[config.mk]
export PLATFORM = sky130hd
export DESIGN_NAME = lliuc_corner
export DESIGN_NICKNAME = d
export VERILOG_FILES = /design/src/lliuc_pkg.sv /design/src/lliuc_corner.sv
export SDC_FILE = /design/constraint.sdc
export NUM_CORES = 2
export LEC_CHECK = 0
export ABC_CLOCK_PERIOD_IN_PS = 14050
export BUFFER_PORTS_ARGS = -buffer_cell sky130_fd_sc_hd__buf_2
export CORE_MARGIN = 2
export CORE_UTILIZATION = 25
export DETAILED_ROUTE_END_ITERATION = 8
export GPL_TIMING_DRIVEN = 0
export MAX_ROUTING_LAYER = met4
export SLEW_MARGIN = 20
export SYNTH_ARGS = -nofsm -noshare
export SYNTH_HDL_FRONTEND = slang
export SYNTH_SLANG_ARGS = --single-unit
[constraint.sdc]
create_clock -name clk_i -period 14.05 [get_ports clk_i]
set_input_delay 3.5125 -clock clk_i [delete_from_list [all_inputs] [get_ports clk_i]]
set_output_delay 3.5125 -clock clk_i [all_outputs]
set_load 0.02 [all_outputs]
[src/lliuc_pkg.sv]
// ----------------------------------------------------------------------------
// lliuc_pkg
// Shared widths, constants and hand-off types for the line length in cell
// datapath.
// ----------------------------------------------------------------------------
`default_nettype none

package lliuc_pkg;

  localparam int FRAC_BITS = 16;
  localparam int IN_W      = 32;
  // corner side value: y*2^F - m*x - b*2^F plus half-cell offsets
  localparam int S_W       = 2 * IN_W + 2;
  localparam int AM_W      = IN_W;
  localparam int NUM_W     = S_W;
  // dx and dy never exceed 2^(F+1)
  localparam int D_W       = FRAC_BITS + 2;
  localparam int SQ_W      = 2 * D_W;
  localparam int LEN_W     = 17;

  localparam logic [D_W-1:0]  D_MAX = D_W'(1) << (FRAC_BITS + 1);
  localparam logic [D_W-1:0]  ONE_D = D_W'(1) << FRAC_BITS;
  localparam logic [AM_W-1:0] ONE_M = AM_W'(1) << FRAC_BITS;

  // work handed from the corner stages to the divider
  typedef struct packed {
    logic             hit;
    logic             div;
    logic [NUM_W-1:0] num;
    logic [AM_W-1:0]  am;
    logic [D_W-1:0]   dx;
    logic [D_W-1:0]   dy;
  } lliuc_job_t;

  // crossing distances handed to the length stages
  typedef struct packed {
    logic           hit;
    logic [D_W-1:0] dx;
    logic [D_W-1:0] dy;
  } lliuc_dist_t;

endpackage

`default_nettype wire

[src/lliuc_corner.sv]
// ----------------------------------------------------------------------------
// lliuc_corner
// Corner side evaluation, sign classification and set-up of the dx/dy work.
// ----------------------------------------------------------------------------
`default_nettype none

module lliuc_corner (
  input  logic                                clk_i,
  input  logic                                rst_ni,
  input  logic                                en_i,
  input  logic                                valid_i,
  input  logic signed [lliuc_pkg::IN_W-1:0]   cell_x_i,
  input  logic signed [lliuc_pkg::IN_W-1:0]   cell_y_i,
  input  logic signed [lliuc_pkg::IN_W-1:0]   slope_i,
  input  logic signed [lliuc_pkg::IN_W-1:0]   intercept_i,
  output logic                                valid_o,
  output lliuc_pkg::lliuc_job_t               job_o
);
  import lliuc_pkg::*;

  localparam logic signed [S_W-1:0] HalfSq = S_W'(1) << (2 * FRAC_BITS - 1);

  function automatic logic signed [S_W-1:0] sext(input logic signed [IN_W-1:0] v);
    return {{(S_W-IN_W){v[IN_W-1]}}, v};
  endfunction

  // lowest-index minimum (or maximum) among corners lo..3
  function automatic logic [1:0] pick(input logic [3:0][3:0] lt, input logic want_min,
                                      input int lo);
    logic [1:0] idx;
    logic       ok;
    idx = 2'(lo);
    for (int j = 3; j >= 0; j--) begin
      if (j >= lo) begin
        ok = 1'b1;
        for (int k = 0; k < 4; k++) begin
          if (k >= lo && k != j) begin
            if (want_min) ok = ok & ((k < j) ? lt[j][k] : !lt[k][j]);
            else          ok = ok & ((k < j) ? lt[k][j] : !lt[j][k]);
          end
        end
        if (ok) idx = 2'(j);
      end
    end
    return idx;
  endfunction

  logic [6:0] v_q;

  // stage 1
  logic signed [2*IN_W-1:0] prod_q;
  logic signed [IN_W-1:0]   y1_q, b1_q, m1_q;
  // stage 2
  logic signed [S_W-1:0]    a_q, mh_q;
  logic [AM_W-1:0]          am2_q;
  // stage 3
  logic signed [S_W-1:0]    s3_q [4];
  logic [AM_W-1:0]          am3_q;
  // stage 4
  logic signed [S_W-1:0]    s4_q [4];
  logic [3:0][3:0]          lt_q;
  logic [3:0]               pos_q, neg_q;
  logic [AM_W-1:0]          am4_q;
  // stage 5
  logic signed [S_W-1:0]    sel_q;
  logic [1:0]               j5_q;
  logic                     tri5_q, two5_q;
  logic [AM_W-1:0]          am5_q;
  // stage 6
  logic [S_W-1:0]           c_q;
  logic [1:0]               j6_q;
  logic                     tri6_q, two6_q;
  logic [AM_W-1:0]          am6_q;
  // stage 7
  lliuc_job_t               job_q;

  logic signed [S_W-1:0] a_d;
  logic [AM_W-1:0]       am_d;
  logic [3:0][3:0]       lt_d;
  logic [2:0]            npos, nneg;
  logic                  tri_d, two_d;
  logic [1:0]            j_d;
  logic [S_W-1:0]        dyr;
  lliuc_job_t            job_d;

  always_ff @(posedge clk_i or negedge rst_ni) begin
    if (!rst_ni) begin
      v_q <= '0;
    end else if (en_i) begin
      v_q <= {v_q[5:0], valid_i};
    end
  end

  assign a_d  = (sext(y1_q) <<< FRAC_BITS) - (sext(b1_q) <<< FRAC_BITS)
              - {{(S_W-2*IN_W){prod_q[2*IN_W-1]}}, prod_q};
  assign am_d = m1_q[IN_W-1] ? AM_W'(-m1_q) : AM_W'(m1_q);

  always_comb begin
    for (int i = 0; i < 4; i++) begin
      for (int k = 0; k < 4; k++) begin
        lt_d[i][k] = s3_q[i] < s3_q[k];
      end
    end
  end

  assign npos  = 3'($countones(pos_q));
  assign nneg  = 3'($countones(neg_q));
  assign tri_d = (npos == 3'd3) || (nneg == 3'd3);
  assign two_d = !tri_d && ((npos == 3'd2) || (nneg == 3'd2));
  assign j_d   = tri_d ? pick(lt_q, npos == 3'd3, 0) : pick(lt_q, neg_q[0], 1);

  assign dyr = (c_q + (S_W'(1) << (FRAC_BITS - 1))) >> FRAC_BITS;

  always_comb begin
    job_d     = '0;
    job_d.am  = am6_q;
    job_d.hit = tri6_q | two6_q;
    if (tri6_q) begin
      job_d.dy  = (dyr > S_W'(D_MAX)) ? D_MAX : dyr[D_W-1:0];
      job_d.num = c_q + NUM_W'(am6_q >> 1);
      if (am6_q == '0) begin
        job_d.dx = D_MAX;
      end else begin
        job_d.div = 1'b1;
      end
    end else if (two6_q) begin
      if (am6_q < ONE_M) begin
        // crossings at the corners' x: only a change of column gives a length
        if (j6_q[0]) begin
          job_d.dx = ONE_D;
          job_d.dy = am6_q[D_W-1:0];
        end
      end else if (j6_q[1]) begin
        job_d.dy  = ONE_D;
        job_d.div = 1'b1;
        job_d.num = (NUM_W'(1) << (2 * FRAC_BITS)) + NUM_W'(am6_q >> 1);
      end
    end
  end

  always_ff @(posedge clk_i) begin
    if (en_i) begin
      prod_q <= slope_i * cell_x_i;
      y1_q   <= cell_y_i;
      b1_q   <= intercept_i;
      m1_q   <= slope_i;

      a_q    <= a_d;
      mh_q   <= sext(m1_q) <<< (FRAC_BITS - 1);
      am2_q  <= am_d;

      s3_q[0] <= a_q - HalfSq + mh_q;
      s3_q[1] <= a_q - HalfSq - mh_q;
      s3_q[2] <= a_q + HalfSq + mh_q;
      s3_q[3] <= a_q + HalfSq - mh_q;
      am3_q   <= am2_q;

      for (int i = 0; i < 4; i++) begin
        s4_q[i]  <= s3_q[i];
        pos_q[i] <= s3_q[i] > 0;
        neg_q[i] <= s3_q[i] < 0;
      end
      lt_q   <= lt_d;
      am4_q  <= am3_q;

      sel_q  <= s4_q[j_d];
      j5_q   <= j_d;
      tri5_q <= tri_d;
      two5_q <= two_d;
      am5_q  <= am4_q;

      c_q    <= sel_q[S_W-1] ? S_W'(-sel_q) : S_W'(sel_q);
      j6_q   <= j5_q;
      tri6_q <= tri5_q;
      two6_q <= two5_q;
      am6_q  <= am5_q;

      job_q  <= job_d;
    end
  end

  assign valid_o = v_q[6];
  assign job_o   = job_q;

endmodule

`default_nettype wire

==> qor.txt <==
Seq cells post-synth: 1067
R2r setup slk: 8040 ps
CP Launch Type: input pin
Worst path arrival time: 13860 ps
Max-slew violations: 0
Area Growth Syn to Fin: 12.2%
Synth area leaders: edfxtp_1, fa_1, ha_1
Clk Latency, worst-skew pair: 750 ps
Port Buffers: 252
First-pass GRT wire length: 467 mm
Rows: 230
Die height: 631 um
Sequential-to-total area share from yosys stat: 32.6%
CTS Sinks: 1067
Vias/cell: 4.60
Status: finished clean
Initial Utilization: 25.1%
DRT iter0 DRCs: 5989
Post-CTS sizing: 0
Reg clk slew, reported paths: 60 ps
Final wirelength: 317 mm
CP endpoint kind: flop
Post-synthesis cell type count: 86
Yosys warnings: 0
Critical path class: in -> reg
Main synth FF type: edfxtp_1
CTS Buf Count: 110
Top cells by count, synth: inv_1, fa_1, edfxtp_1
Number of remaining DRC errors: 0
Worst-path fanout max: 10
Critical Path RT: 14650 ps
Chip width: 631 um
Relative slew margins: 22.3%
Hold Path Class: reg -> reg
GRT overflow: 0
Setup violators final: 0
Asr flop ratio synth: 0.656%
Wirelength per Cell: 20.8 um
Final period utilization: 94.4%
Overall Global Routing Usage: 16.2%
# H-tree levels: 3
Post-synth top area share: 32.4%
CTS tree: done
Fmax: 75.4 MHz
Tmin final: 13270 ps
DRT antenna net count: 0
Hold Fails Final Rpt: 0
Routability cong.: 0.973
Number of nets in the layout: 11800
Slew of the pin with the lowest slew margin: 1160 ps
Post-Synthesis Cell Area: 98200 um^2
Post-Syn Instances: 9472
Post-synth EDFFs: 1060
Setup bufs post-CTS: 0
Floorplan Core Area: 392000 um^2
Synth area leader: edfxtp_1
RSZ-0062 raised after global routing: false
CTS root buffer: clkbuf_16
Die ar.: 398000 um^2
Via count: 70000
Most frequent cell after synthesis: inv_1
Max Cap Violations: 0
CTS Hold Buffers Added: 0
Share of the core filled with cells: 28.1%
DRT Pass-1 Iters: 6
Syn avg cell area: 10.4 um^2
Setup Skew: 39.3 ps
I/O pins: 269
Vias in the first global route: 71000
HPWL Detailed: 262 mm
Share of layout cells above drive strength 1: 5.45%
Largest net degree at the start of global routing: 153
Max clock buf depth: 3
Initial antenna violation count: 74
-- layout make-up --
| class | instances | area [um^2] |
|---|---|---|
| antenna | 42 | 105 |
| buffer | 402 | 1570 |
| clock buffer | 125 | 2810 |
| clock inverter | 80 | 803 |
| fill | 41100 | 282000 |
| inverter | 1564 | 5870 |
| multi-input combinational | 6454 | 58900 |
| sequential | 1067 | 32000 |
| tap | 5220 | 6530 |
| timing repair buffer | 266 | 1590 |
-- worst max-delay path, cell delays in order --
cell	delay [ps]
buf_2	170
clkbuf_1	400
and2_1	330
fa_1	570
inv_1	70
fa_1	580
inv_1	70
fa_1	880
inv_1	510
fa_1	670
inv_1	50
fa_1	520
fa_1	450
fa_1	620
inv_1	80
fa_1	520
inv_1	50
ha_1	260
clkbuf_1	250
nand3_1	190
or4_1	610
o41ai_2	740
o31ai_1	300
o41ai_2	590
a31oi_1	210
or4_1	500
o211ai_1	100
-- registers in the layout (all words and copies together), names as in the netlist, 64 cells and up --
signal,flops
s3_q,184
a_q,65
prod_q,64
sel_q,66
c_q,66
job_o,120
s4_q,180
-- routing by layer --
metal | track usage (%) | share of wire (%) | up-vias
met5 | - | 0 | -
met4 | 6.74 | 4.8 | 0
met3 | 2.55 | 7.0 | 591
met2 | 26.1 | 46 | 2540
met1 | 20.3 | 42 | 34600
li1 | - | - | 32200
-- worst paths after layout --
path / startpoint / end / cells past startpoint
min in group asynchronous: rst_ni / v_q[1] / 1
min reg2reg: am2_q[13] / am3_q[13] / 0
max: slope_i[31] / prod_q[61] / 27
max in group asynchronous: rst_ni / v_q[3] / 1
min: am2_q[13] / am3_q[13] / 0
max reg2reg: a_q[43] / s3_q[0][64] / 16
-- metrics by stage --
stage / TNS (ps) / instances / cell area [um^2] / setup slack [ps] / hold slack, ps
floorplan: 0 / 9487 / 98300 / 2150 / 400
global placement: -7246530 / 15000 / 106000 / -7090 / 400
detailed placement: -249 / 15000 / 106000 / -205 / 405
CTS: 0 / 15200 / 110000 / 607 / 390
global route: 0 / 15200 / 110000 / 483 / 400
finish: 0 / 15200 / 110000 / 784 / 392
-- logic make-up after synthesis --
group | Yosys count | synth area share [%]
AND/OR/NAND/NOR | 2630 | 13.4
other | 1 | 0.00382
buffers and inverters | 1966 | 7.57
XOR/XNOR | 506 | 4.51
adder cells (fa/ha/maj) | 1826 | 31.9
multiplexers | 36 | 0.400
AO/OA/AOI/OAI | 1440 | 9.54
flip-flops | 1067 | 32.6
-- cell usage in the layout (no fill, tap or decap), drive strengths merged, types with 16 or more instances in the layout --
| cell | count |
|---|---|
| and3 | 53 |
| a21oi | 388 |
| nor2b | 69 |
| o21bai | 86 |
| fa | 1135 |
| nand2 | 874 |
| clkbuf | 499 |
| o41ai | 25 |
| inv | 1572 |
| nand3 | 129 |
| o211ai | 24 |
| xnor2 | 397 |
| a211oi | 79 |
| o21a | 40 |
| a221oi | 17 |
| o21ai | 253 |
| nand2b | 68 |
| clkinv | 54 |
| buf | 294 |
| or3 | 49 |
| conb | 16 |
| ha | 691 |
| a31oi | 90 |
| nor3 | 115 |
| xor2 | 109 |
| mux2 | 26 |
| a21o | 224 |
| or4 | 35 |
| nor2 | 378 |
| or2 | 27 |
| edfxtp | 1060 |
| nand4 | 102 |
| and2 | 583 |
| diode | 42 |
| o31ai | 61 |
| nor4 | 98 |
Power is not shown: default switching activity piles up to over one toggle a cycle in this logic, so the estimate is an artifact.
