[src/lliuc_pkg.sv]
// ----------------------------------------------------------------------------
// lliuc_pkg
// Shared widths, constants and hand-off types for the line length in cell
// datapath.
// ----------------------------------------------------------------------------
`default_nettype none

package lliuc_pkg;

  localparam int FRAC_BITS = 16;
  localparam int IN_W      = 32;
  // corner side value: y*2^F - m*x - b*2^F plus half-cell offsets
  localparam int S_W       = 2 * IN_W + 2;
  localparam int AM_W      = IN_W;
  localparam int NUM_W     = S_W;
  // dx and dy never exceed 2^(F+1)
  localparam int D_W       = FRAC_BITS + 2;
  localparam int SQ_W      = 2 * D_W;
  localparam int LEN_W     = 17;

  localparam logic [D_W-1:0]  D_MAX = D_W'(1) << (FRAC_BITS + 1);
  localparam logic [D_W-1:0]  ONE_D = D_W'(1) << FRAC_BITS;
  localparam logic [AM_W-1:0] ONE_M = AM_W'(1) << FRAC_BITS;

  // work handed from the corner stages to the divider
  typedef struct packed {
    logic             hit;
    logic             div;
    logic [NUM_W-1:0] num;
    logic [AM_W-1:0]  am;
    logic [D_W-1:0]   dx;
    logic [D_W-1:0]   dy;
  } lliuc_job_t;

  // crossing distances handed to the length stages
  typedef struct packed {
    logic           hit;
    logic [D_W-1:0] dx;
    logic [D_W-1:0] dy;
  } lliuc_dist_t;

endpackage

`default_nettype wire

[src/lliuc_sqrt.sv]
// ----------------------------------------------------------------------------
// lliuc_sqrt
// Squares, sum and pipelined digit-by-digit square root with rounding.
// ----------------------------------------------------------------------------
`default_nettype none

module lliuc_sqrt (
  input  logic                          clk_i,
  input  logic                          rst_ni,
  input  logic                          en_i,
  input  logic                          valid_i,
  input  lliuc_pkg::lliuc_dist_t        dist_i,
  output logic                          valid_o,
  output logic [lliuc_pkg::LEN_W-1:0]   len_o,
  output logic                          crossed_o
);
  import lliuc_pkg::*;

  localparam int RW = SQ_W + 1;
  localparam logic [D_W:0] LenMax = (D_W+1)'((1 << LEN_W) - 1);

  typedef struct packed {
    logic           hit;
    logic [RW-1:0]  rem;
    logic [D_W-1:0] root;
  } rstep_t;

  logic [D_W+1:0]   v_q;
  logic [SQ_W-1:0]  dx2_q, dy2_q;
  logic             hit_q;
  rstep_t           st_q [D_W+1];
  rstep_t           st0_d;
  logic             vout_q;
  logic [LEN_W-1:0] len_q;
  logic             crossed_q;
  logic [D_W:0]     rnd;

  always_ff @(posedge clk_i or negedge rst_ni) begin
    if (!rst_ni) begin
      v_q    <= '0;
      vout_q <= 1'b0;
    end else if (en_i) begin
      v_q    <= {v_q[D_W:0], valid_i};
      vout_q <= v_q[D_W+1];
    end
  end

  always_comb begin
    st0_d      = '0;
    st0_d.hit  = hit_q;
    st0_d.rem  = RW'(dx2_q) + RW'(dy2_q);
  end

  always_ff @(posedge clk_i) begin
    if (en_i) begin
      dx2_q   <= dist_i.dx * dist_i.dx;
      dy2_q   <= dist_i.dy * dist_i.dy;
      hit_q   <= dist_i.hit;
      st_q[0] <= st0_d;
    end
  end

  for (genvar gi = 0; gi < D_W; gi++) begin : g_root
    localparam int Bit = D_W - 1 - gi;
    rstep_t        nx_d;
    logic [RW-1:0] trial;

    always_comb begin
      nx_d  = st_q[gi];
      // (r + 2^b)^2 - r^2
      trial = (RW'(st_q[gi].root) << (Bit + 1)) + (RW'(1) << (2 * Bit));
      if (st_q[gi].rem >= trial) begin
        nx_d.rem       = st_q[gi].rem - trial;
        nx_d.root[Bit] = 1'b1;
      end
    end

    always_ff @(posedge clk_i) begin
      if (en_i) begin
        st_q[gi+1] <= nx_d;
      end
    end
  end

  assign rnd = (st_q[D_W].rem > RW'(st_q[D_W].root)) ? ((D_W+1)'(st_q[D_W].root) + 1'b1)
                                                       : (D_W+1)'(st_q[D_W].root);

  always_ff @(posedge clk_i) begin
    if (en_i) begin
      len_q     <= (rnd > LenMax) ? LenMax[LEN_W-1:0] : rnd[LEN_W-1:0];
      crossed_q <= st_q[D_W].hit;
    end
  end

  assign valid_o   = vout_q;
  assign len_o     = len_q;
  assign crossed_o = crossed_q;

endmodule

`default_nettype wire

[config.mk]
export PLATFORM = sky130hd
export DESIGN_NAME = lliuc_sqrt
export DESIGN_NICKNAME = d
export VERILOG_FILES = /design/src/lliuc_pkg.sv /design/src/lliuc_sqrt.sv
export SDC_FILE = /design/constraint.sdc
export NUM_CORES = 2
export LEC_CHECK = 0
export BUFFER_PORTS_ARGS = -buffer_cell sky130_fd_sc_hd__buf_4
export CORE_ASPECT_RATIO = 0.6
export CORE_UTILIZATION = 30
export DETAILED_ROUTE_END_ITERATION = 8
export PLACE_DENSITY_LB_ADDON = 0.15
export SLEW_MARGIN = 0
export SYNTH_ARGS = -nofsm -noshare
export SYNTH_HDL_FRONTEND = slang
export SYNTH_SLANG_ARGS = --single-unit
[constraint.sdc]
create_clock -name clk_i -period 3.6 [get_ports clk_i]
set_clock_uncertainty 0.1 [all_clocks]
set_input_delay 0.72 -clock clk_i [delete_from_list [all_inputs] [get_ports clk_i]]
set_output_delay 0.72 -clock clk_i [all_outputs]
set_load 0.01 [all_outputs]
==> impl_metrics.prom <==
# TYPE chip_impl_metric gauge
chip_impl_info{name="outcome",value="finished, violations left"} 1
chip_impl_info{name="violations",value="negative setup slack"} 1
chip_impl_info{name="critical_path.cell_chain",value="buf_12 -> bufbuf_16 -> nand2_1 -> fa_1 -> inv_1 -> fa_1 -> fa_1 -> fa_1 -> fa_1 -> inv_1 -> fa_1 -> inv_1 -> ha_1 -> a21o_1 -> a211oi_2 -> and3b_1 -> a211o_1 -> a311oi_2 -> o21a_1 -> o21a_1 -> o41a_1 -> xor2_1"} 1
chip_impl_metric{name="clock_latency_late_sink",unit="ns"} 0.74
chip_impl_metric{name="post_synth_inst_count",unit=""} 5587
chip_impl_metric{name="ir_worst_vdd",unit="mV"} 1.43
chip_impl_info{name="critical_path.most_common_cell",value="sky130_fd_sc_hd__fa_1"} 1
chip_impl_metric{name="grt_first_pass_wirelength",unit="mm"} 259
chip_impl_metric{name="drt-total-wl",unit="mm"} 168
chip_impl_metric{name="final_cells",unit=""} 9201
chip_impl_metric{name="power_per_cell_area",unit="mW/mm²"} 988
chip_impl_metric{name="final_nets",unit=""} 7203
chip_impl_metric{name="req_time_crit_path",unit="ns"} 3.98
chip_impl_metric{name="coreArea",unit="mm²"} 0.214
chip_impl_metric{name="final.period_utilization",unit="%"} 163
chip_impl_metric{name="h_tree_depth_reported_by_cts",unit=""} 3
chip_impl_metric{name="setup_viol",unit=""} 61
chip_impl_info{name="tritoncts",value="done"} 1
chip_impl_info{name="rsz0062_at_grt",value="true"} 1
chip_impl_metric{name="share_of_cells_above_drive_strength_1",unit="%"} 20.4
chip_impl_info{name="worst_setup_path_start_kind",value="input pin"} 1
chip_impl_metric{name="port_buffers",unit=""} 59
chip_impl_metric{name="cap_viol_max_count",unit=""} 0
chip_impl_metric{name="drt_first_pass_iters",unit=""} 6
chip_impl_metric{name="post_synth_num_cell_types",unit=""} 96
chip_impl_metric{name="synth.top_cell.area_share",unit="%"} 45.4
chip_impl_metric{name="dieHeight",unit="µm"} 362
chip_impl_metric{name="vias",unit=""} 42500
chip_impl_metric{name="final.fill_count",unit=""} 20900
chip_impl_metric{name="finalCoreUtilization",unit="%"} 37.1
chip_impl_info{name="synthTopCellsByCount",value="sky130_fd_sc_hd__edfxtp_1, sky130_fd_sc_hd__inv_1, sky130_fd_sc_hd__ha_1"} 1
chip_impl_metric{name="total_power",unit="W"} 0.0783
chip_impl_metric{name="clock_sink_count",unit=""} 1003
chip_impl_metric{name="detail-route-antenna-nets",unit=""} 0
chip_impl_metric{name="synth_enable_flop_cells",unit=""} 982
chip_impl_metric{name="routedWlPerCell",unit="µm"} 18.3
chip_impl_metric{name="fin_setup_tns",unit="ns"} -96.59
chip_impl_metric{name="report.final.slew_viol_count",unit=""} 0
chip_impl_info{name="cts_root_buffer",value="sky130_fd_sc_hd__clkbuf_16"} 1
chip_impl_metric{name="grt_start_max_net_pins",unit=""} 87
chip_impl_metric{name="fin_hold_ws",unit="ns"} 0.121
chip_impl_metric{name="via_count_of_the_first_global_routing_pass",unit=""} 42300
chip_impl_metric{name="ys_async_sr_fraction",unit="%"} 2.09
chip_impl_metric{name="drtIter0Drc",unit=""} 3272
chip_impl_metric{name="initial_core_util",unit="%"} 30.4
chip_impl_info{name="slowest_stage_cell_cp",value="sky130_fd_sc_hd__fa_1"} 1
chip_impl_metric{name="synthesis.area_per_instance",unit="µm²"} 11.6
chip_impl_metric{name="layout-area-overhead-vs-synth",unit="%"} 22.2
chip_impl_metric{name="report.final.hold_viol_count",unit=""} 0
chip_impl_metric{name="vias_per_cell",unit=""} 4.62
chip_impl_metric{name="route.detailed.drc",unit=""} 0
chip_impl_metric{name="width_of_the_chip",unit="µm"} 602
chip_impl_info{name="ys_top_cells_by_area",value="sky130_fd_sc_hd__edfxtp_1, sky130_fd_sc_hd__fa_1, sky130_fd_sc_hd__ha_1, sky130_fd_sc_hd__inv_1, sky130_fd_sc_hd__xnor2_1"} 1
chip_impl_metric{name="synth.cell_area",unit="mm²"} 0.0649
chip_impl_metric{name="synth_sequential_area_ratio",unit="%"} 46.3
chip_impl_info{name="crit_type",value="in -> reg"} 1
chip_impl_metric{name="synth_fp_nets",unit=""} 6535
chip_impl_metric{name="cellLeakagePower",unit="nW"} 33.5
chip_impl_info{name="worst_setup_path_end_kind",value="register"} 1
chip_impl_metric{name="gp_routability_congestion",unit=""} 0.837
chip_impl_metric{name="place.detailed.instances",unit=""} 8941
chip_impl_metric{name="post_synthesis_register_bit_count",unit=""} 1003
chip_impl_metric{name="initial_antenna_violation_count",unit=""} 5
chip_impl_metric{name="globalRoute.totalOverflow",unit=""} 0
chip_impl_metric{name="worst_slack",unit="ns"} -2.27
chip_impl_metric{name="io_pins",unit=""} 60
chip_impl_metric{name="place_hpwl",unit="mm"} 135
chip_impl_metric{name="path_max_fanout",unit=""} 6
chip_impl_metric{name="critPathMaxStageDelay",unit="ns"} 0.55
chip_impl_metric{name="worst_ep_arrival_time",unit="ns"} 6.25
chip_impl_metric{name="clk_path_buf_depth",unit=""} 3
chip_impl_info{name="hold_path_class",value="in -> reg"} 1
chip_impl_metric{name="cts_made_buffers",unit=""} 102
chip_impl_info{name="synthMostInstantiatedCell",value="sky130_fd_sc_hd__edfxtp_1"} 1
chip_impl_metric{name="floorplan.die_area",unit="mm²"} 0.218
chip_impl_metric{name="cts.reportedPaths.clkPinSlew",unit="ns"} 0.07
chip_impl_metric{name="final_worst_path_period_need",unit="ns"} 5.87
chip_impl_metric{name="yosysWarnings",unit=""} 0
chip_impl_metric{name="fmax",unit="GHz"} 0.170
chip_impl_metric{name="all_layer_gr_usage",unit="%"} 15.3
chip_impl_metric{name="relSlewSlack",unit="%"} 37.1
chip_impl_info{name="predominant_post_synthesis_flop_cell",value="sky130_fd_sc_hd__edfxtp_1"} 1
chip_impl_metric{name="std_cell_rows",unit=""} 131
chip_impl_info{name="synth_top_area_cell",value="sky130_fd_sc_hd__edfxtp_1"} 1
chip_impl_metric{name="max_slew.worst_pin.slew",unit="ns"} 0.936
-- path summary, 6_finish.rpt --
check	slack [ns]	cells after the start	to	from
min in group asynchronous	0.34	2	v_q[19]	rst_ni
worst min register to register	0.32	0	st_q[1][55]	st_q[0][55]
max in group asynchronous	2.84	2	v_q[4]	rst_ni
worst max-delay path	-2.27	22	dy2_q[34]	dist_i[6]
worst max register to register	0.13	13	st_q[18][51]	st_q[17][4]
worst min-delay path	0.12	1	hit_q	dist_i[36]
-- metrics by stage --
stage | setup WS, ns | area (µm²)
2_1_floorplan | -2.80 | 65900
3_3_place_gp | -3.18 | 73600
3_5_place_dp | -3.19 | 73600
4_1_cts | -2.25 | 78300
5_1_grt | -2.47 | 79300
6_report | -2.27 | 79300
-- worst max-delay path: cells and delay by family --
kind | cells | cell delay, ns
AOI/OAI and AO/OA | 7 | 1.47
xor gates and xnor gates | 1 | 0.14
adders and majority gates | 7 | 3.12
buffers and inverters | 5 | 0.53
and+or+nand+nor | 2 | 0.25
-- cells in the final DEF (no fill, tap or decap), types with 47 or more instances in the layout --
cell / netlist / final
sky130_fd_sc_hd__a21oi_1: 211 / 182
sky130_fd_sc_hd__o21a_1: 70 / 69
sky130_fd_sc_hd__nor2_1: 235 / 222
sky130_fd_sc_hd__a21o_1: 91 / 91
sky130_fd_sc_hd__inv_2: 1 / 81
sky130_fd_sc_hd__and2_1: 129 / 93
sky130_fd_sc_hd__o21ai_0: 196 / 174
sky130_fd_sc_hd__buf_4: 7 / 533
sky130_fd_sc_hd__nor4_1: 122 / 111
sky130_fd_sc_hd__nand3_1: 59 / 59
sky130_fd_sc_hd__buf_6: 3 / 68
sky130_fd_sc_hd__ha_1: 468 / 420
sky130_fd_sc_hd__edfxtp_1: 982 / 982
sky130_fd_sc_hd__mux2_2: 47 / 47
sky130_fd_sc_hd__nand4_1: 55 / 55
sky130_fd_sc_hd__nor3_1: 112 / 109
sky130_fd_sc_hd__clkbuf_16: 0 / 106
sky130_fd_sc_hd__xnor2_1: 228 / 215
sky130_fd_sc_hd__xor2_1: 169 / 158
sky130_fd_sc_hd__inv_1: 918 / 837
sky130_fd_sc_hd__nand2_1: 420 / 383
sky130_fd_sc_hd__fa_1: 439 / 403
-- timing repair --
| item | CTS | global route |
|---|---|---|
| gates resized for setup | 252 | 182 |
| cloned | 3 | 2 |
| setup endpoints to repair | 61 | 184 |
| hold buffers | 1 | 0 |
| setup buffers | 48 | 35 |
| endpoints found under the hold margin | 21 | 0 |
| pin swaps | 143 | 127 |
-- routing by layer --
| metal | track usage (%) | share of wire (%) |
|---|---|---|
| met1 | 25.9 | 56 |
| met2 | 19.6 | 36 |
| met3 | 3.35 | 6.1 |
| met4 | 2.03 | 1.1 |
| met5 | 0 | 0 |
-- logic make-up (layout without fill, tap and decap cells) --
logic type	after synthesis	count (layout)	share of synthesized area, %
other	0	1	0
AOI/OAI and AO/OA	794	795	7.83
and+or+nand+nor	1412	1412	11.1
buffers and inverters	1023	1776	6.01
DFF	1003	1003	46.3
muxes	51	51	0.879
xor gates and xnor gates	397	397	5.36
adders and majority gates	907	907	22.6
-- power by group --
| part | leakage, nW | total, W | switching [W] | internal [W] |
|---|---|---|---|---|
| registers | 9.66 | 0.0188 | 0.00169 | 0.0171 |
| logic | 22.3 | 0.0489 | 0.0241 | 0.0249 |
| clock network | 1.58 | 0.0106 | 0.00472 | 0.00585 |
-- flip-flops by register name, summed over array words and instances (netlist names) --
name and count:
valid_o 1, st_q 893, dy2_q 35, v_q 20
hit_q 1, crossed_o 1, len_o 17, dx2_q 35
-- cell type report --
cell class	instances	area (µm²)	area share, %
Antenna cell	1	2.50	0.00316
Clock buffer	123	2710	3.42
Clock inverter	67	611	0.770
Inverter	920	3460	4.36
Multi-Input combinational cell	3562	32900	41.5
Sequential cell	1003	30000	37.8
Tap cell	2859	3580	4.51
Timing Repair Buffer	666	6030	7.60
(Power assumes the default switching activity.)
